## src/hw/rtl/smva_pkg.sv

```systemverilog
package smva_pkg;

    localparam int IDX_W   = 10;
    localparam int VAL_W   = 32;
    localparam int ACC_W   = 48;
    localparam int PROD_W  = 2 * VAL_W;
    localparam int FRAC_W  = 16;
    localparam int Q_DEPTH = 4;
    localparam int Q_PTR_W = $clog2(Q_DEPTH);

    typedef enum logic [1:0] {
        ACT_LOAD_VEC = 2'd0,
        ACT_LOAD_RES = 2'd1,
        ACT_APPLY    = 2'd2,
        ACT_READ     = 2'd3
    } t_action;

    typedef struct packed {
        t_action                   action;
        logic [IDX_W-1:0]          row_index;
        logic [IDX_W-1:0]          col_index;
        logic signed [VAL_W-1:0]   value;
        logic                      last_entry;
    } t_in_item;

    typedef struct packed {
        logic signed [ACC_W-1:0]   read_value;
        logic                      saturated;
        logic                      done_res;
    } t_out_item;

    // Classified operation as it travels from the front end to the back end.
    typedef struct packed {
        t_action                   action;
        logic                      row_ok;
        logic                      col_ok;
        logic [IDX_W-1:0]          row;
        logic [IDX_W-1:0]          col;
        logic signed [VAL_W-1:0]   value;
        logic                      last;
    } t_op;

endpackage

```

## src/hw/rtl/smva_queue.sv

```systemverilog
module smva_queue (
    input  logic          i_clk,
    input  logic          i_rst_n,
    input  logic          i_push,
    input  smva_pkg::t_op i_op,
    output logic          o_full,
    input  logic          i_pop,
    output logic          o_valid,
    output smva_pkg::t_op o_op
);
    import smva_pkg::*;

    t_op                r_mem [Q_DEPTH];
    logic [Q_PTR_W-1:0] r_wr_ptr;
    logic [Q_PTR_W-1:0] r_rd_ptr;
    logic [Q_PTR_W:0]   r_count;

    assign o_full  = (r_count == (Q_PTR_W+1)'(Q_DEPTH));
    assign o_valid = (r_count != '0);
    assign o_op    = r_mem[r_rd_ptr];

    always_ff @(posedge i_clk) begin
        if (i_push) begin
            r_mem[r_wr_ptr] <= i_op;
        end
    end

    always_ff @(posedge i_clk) begin
        if (!i_rst_n) begin
            r_wr_ptr <= '0;
            r_rd_ptr <= '0;
            r_count  <= '0;
        end else begin
            if (i_push) begin
                r_wr_ptr <= r_wr_ptr + 1'b1;
            end
            if (i_pop) begin
                r_rd_ptr <= r_rd_ptr + 1'b1;
            end
            case ({i_push, i_pop})
                2'b10:   r_count <= r_count + 1'b1;
                2'b01:   r_count <= r_count - 1'b1;
                default: r_count <= r_count;
            endcase
        end
    end

endmodule

```

## config.mk

```make
export PLATFORM = sky130hd
export DESIGN_NAME = smva_queue
export DESIGN_NICKNAME = d
export VERILOG_FILES = /design/src/hw/rtl/smva_pkg.sv /design/src/hw/rtl/smva_queue.sv
export SDC_FILE = /design/constraint.sdc
export NUM_CORES = 1
export LEC_CHECK = 0
export ABC_AREA = 1
export BUFFER_PORTS_ARGS = -buffer_cell sky130_fd_sc_hd__buf_4
export CORE_MARGIN = 2
export CORE_UTILIZATION = 55
export CTS_CLUSTER_DIAMETER = 60
export DETAILED_ROUTE_END_ITERATION = 6
export HOLD_SLACK_MARGIN = 0.08
export PLACE_DENSITY = 0.76
export SLEW_MARGIN = 20
export SYNTH_ARGS = -nofsm -noshare
export SYNTH_HDL_FRONTEND = slang
export SYNTH_SLANG_ARGS = --single-unit
```

## constraint.sdc

```tcl
create_clock -name i_clk -period 2.4 [get_ports i_clk]
set_clock_uncertainty 0.05 [all_clocks]
set_input_delay 0.48 -clock i_clk [delete_from_list [all_inputs] [get_ports i_clk]]
set_output_delay 0.48 -clock i_clk [all_outputs]
set_load 0.05 [all_outputs]
```

* After elaboration in Yosys (flattened, before gate mapping) *
Memory sizes are Yosys's and may differ from the RTL's. A register that Yosys moved wholly into a read port is not among the register bits.
Index checks and enable logic that the tools add are counted.

operators by class
  add/subtract/negate cells = 4
  equality and inequality tests = 3
  muxes and demuxes = 5
  reductions and logical operators = 2

operators with widths
  cell                   number
  $pmux W3 S2            1
  $add A2 B1 Y2 const B  2
  $mux W2                2
  $add A3 B1 Y3 const B  1
  $eq A3 B3 Y1 const B   1
  $reduce_bool A3 Y1     1
  $sub A3 B1 Y3 const B  1
  $eq A2 B1 Y1 const B   1
  $eq A2 B2 Y1 const B   1
  $mux W1                2
  $reduce_bool A2 Y1     1

storage, ports and cells
  flip-flop bits (word level) = 7
  memory bits (writable) = 228
  word-level logic and storage cells = 18
  memories kept = 1

memory list
  name   depth  width  read ports  clocked after Yosys merged registers in  wr ports  line              source
  r_mem  4      57     1           1                                        1         smva_queue.sv:13  t_op r_mem [Q_DEPTH];

* Longest topological paths before layout *
  depth in word-level cells = 3
  gate-level depth with buffers = 8
  mapped depth without buffers = 8

* Worst setup path before layout *
Ideal clock, no wire load.

  path type = register to register
  start = reg r_wr_ptr[0]
  end = mem r_mem[2][0] (netlist name) (enable)
  data arrival time = 1699 ps
  required time = 1939 ps
  slack = 240 ps
  stages on the path, launching flop included = 5
  path buffers = 0
  period minus slack after synthesis = 2160 ps
  path through = dfxtp_1 -> inv_1 -> ha_1 -> nand2_1 -> inv_1

RTL lines
  element                   line              source
  start: declaration        smva_queue.sv:14  logic [Q_PTR_W-1:0] r_wr_ptr;
  start signal: assignment  smva_queue.sv:35  r_wr_ptr <= r_wr_ptr + 1'b1;
  end: declaration          smva_queue.sv:13

Straight into the memory's write port.

==> summary.txt <==
status - finished, final reports clean
die area - 17100 um^2
Port-buffer cells - 119
Seq/Total Area, Yosys - 79.3%
RSZ-0062 raised after global routing - true
Avg WL per Cell - 21.0 um
Max VDD drop - 0.000625 V
number of max-cap violations - 0
vias after detailed routing - 5647
most frequent cells in the layout - 228 x edfxtp_1, 127 x buf_4, 123 x nor2_1
fillers - 1047
ant diodes - 0
nets - 815
Die Span Y - 131 um
Static Leakage - 3.95 nW
Max Clk Rate - 418 MHz
Unique masters post-synth - 18
vias in the first global route - 5629
root buffer cell - clkbuf_16
worst slack at placement - 290 ps
layout cells sized above 1 - 25.2%
starting density of the core - 56.0%
area delta synth->final - 24.6%
drt pass-1 iters - 5
Final ANT Viol Nets - 0
final hold vios - 0
RePlAce Congestion - 0.726
setup ws final - 8.46 ps
Slew headroom - 75.1%
post-synthesis net count - 677
I/O Pins - 120
Reg area - 7030 um^2
TNS Setup - 0 ps
crit-path max FO - 14
Crit path required time - 1870 ps
reg2reg setup slack - 930 ps
largest net degree at the start of global routing - 58
Worst setup EP type - output port
GRT Resource Usage Total - 22.1%
total power - 9.57 mW
CTS max path bufs - 3
CTS clk-pin slew, worst paths - 60 ps
CTS tree - done
Num CTS Buffers - 24
GRT Residual Overflow - 0
critical path class - reg -> out
Slew @ Worst Pin - 373 ps
Hold Worst Slack - 123 ps
Clock Sinks - 237
HPWL after DPL - 10100 um
Final Instance Area - 11000 um^2
initial antenna violation count - 0
synth warn - 0
worst path arrival time - 1860 ps
Startpoint Class - flop
Synth Register Bits - 237
row count - 46
first-pass GRT wire length - 28800 um
Final min period - 2390 ps
number of DRC markers in iteration 0 - 467
die width - 131 um
most common cell after layout, fill and taps aside - edfxtp_1
post-cts hold buffer count - 0
area of the multi-input gates - 1610 um^2
H-tree depth - 1
drt total wl - 20500 um
synthesized cell area - 8860 um^2
fin. max-slew vios - 0
core box area - 15800 um^2
cells after synthesis - 610
final setup violation count - 0
P per Cell Area - 867 nW/um^2
post-synth top area cell - edfxtp_1
clock latency on the worst-skew pair - 490 ps
area post-placement - 10000 um^2
post-synth top area share - 77.2%
Mean Syn Cell Area - 14.5 um^2
DR DRC count - 0
final cycle utilization of the critical path - 99.6%
via/cell ratio - 5.78
synth top area cells - edfxtp_1 77%, o21ai_0 6.3%, nor2_1 5.2%
worst min path class - in -> reg
[state kept, by name, summed over array words and instances (netlist names), named ones only]
name	count
r_count	3
r_mem	228
r_rd_ptr	2
r_wr_ptr	2
[path summary, 6_finish.rpt]
path	start	to	depth (start not counted)
worst max-delay path	flop	o_op[29]	4
worst min-delay path	i_op[19]	r_mem[2][19]	1
worst max register to register	r_wr_ptr[0]	r_mem[0][34]	5
worst min register to register	r_rd_ptr[1]	flop	1
[where the power goes]
group	switching, mW	internal [mW]
sequential	0.0559	4.72
clock	1.42	1.88
combinational	1.03	0.467
[cell type report]
type                       instances  area share [%]
clock buffer                      28            5.77
clock inverter                    11           0.476
inverter                          15           0.646
multi-input combinational        322            14.5
sequential                       237            63.7
tap                              216            2.45
timing repair buffer             146            12.3
timing repair inverter             2           0.159
[through the flow]
step           std cells  util (%)
4_1_cts              963      68.3
3_3_place_gp         922      63.4
6_report             977      69.8
5_1_grt              977      69.8
3_5_place_dp         922      63.4
2_1_floorplan        610         -
[cells in the mapped netlist]
cell      number
a21oi_1        4
buf_2          9
buf_4          3
buf_6          7
clkbuf_1      17
dfxtp_1        9
edfxtp_1     228
fa_1           1
ha_1           5
inv_1         13
inv_2          2
nand2_1       10
nand4_1        1
nor2_1       123
nor3_1         1
o21ai_0      112
o21ai_1        8
o22ai_1       57
[layer usage]
| metal | GRT usage, % | routed length [um] | vias up | part of all wire (%) |
|---|---|---|---|---|
| met3 | 4.85 | 1650 | 19 | 8.0 |
| li1 | - | - | 2574 | - |
| met1 | 27.4 | 8270 | 2836 | 40 |
| met4 | 6.01 | 280 | 0 | 1.4 |
| met2 | 39.6 | 10400 | 218 | 50 |
| met5 | 0 | 0 | - | 0 |
[worst max-delay path, cell delays in order, from the launching register on]
cell       delay (ps)
dfxtp_4           490
clkbuf_16         240
o21ai_0           110
o22ai_1           260
buf_4             250
[what timing repair did]
item	in CTS	in global routing
setup endpoints to repair	56	50
pin swaps	0	7
resized for setup	8	43
buffers inserted	0	7
cloned	2	7
[logic make-up (layout without fill, tap and decap cells)]
logic type                 Yosys count  after routing  synth area share (%)
adders and majority gates            6              6                 0.932
DFF                                237            237                  79.3
buffers and inverters               51            202                  3.01
AOI/OAI and AO/OA                  181            181                  11.0
and+or+nand+nor                    135            135                  5.76
Note: power is estimated with default switching activity, not from simulation.
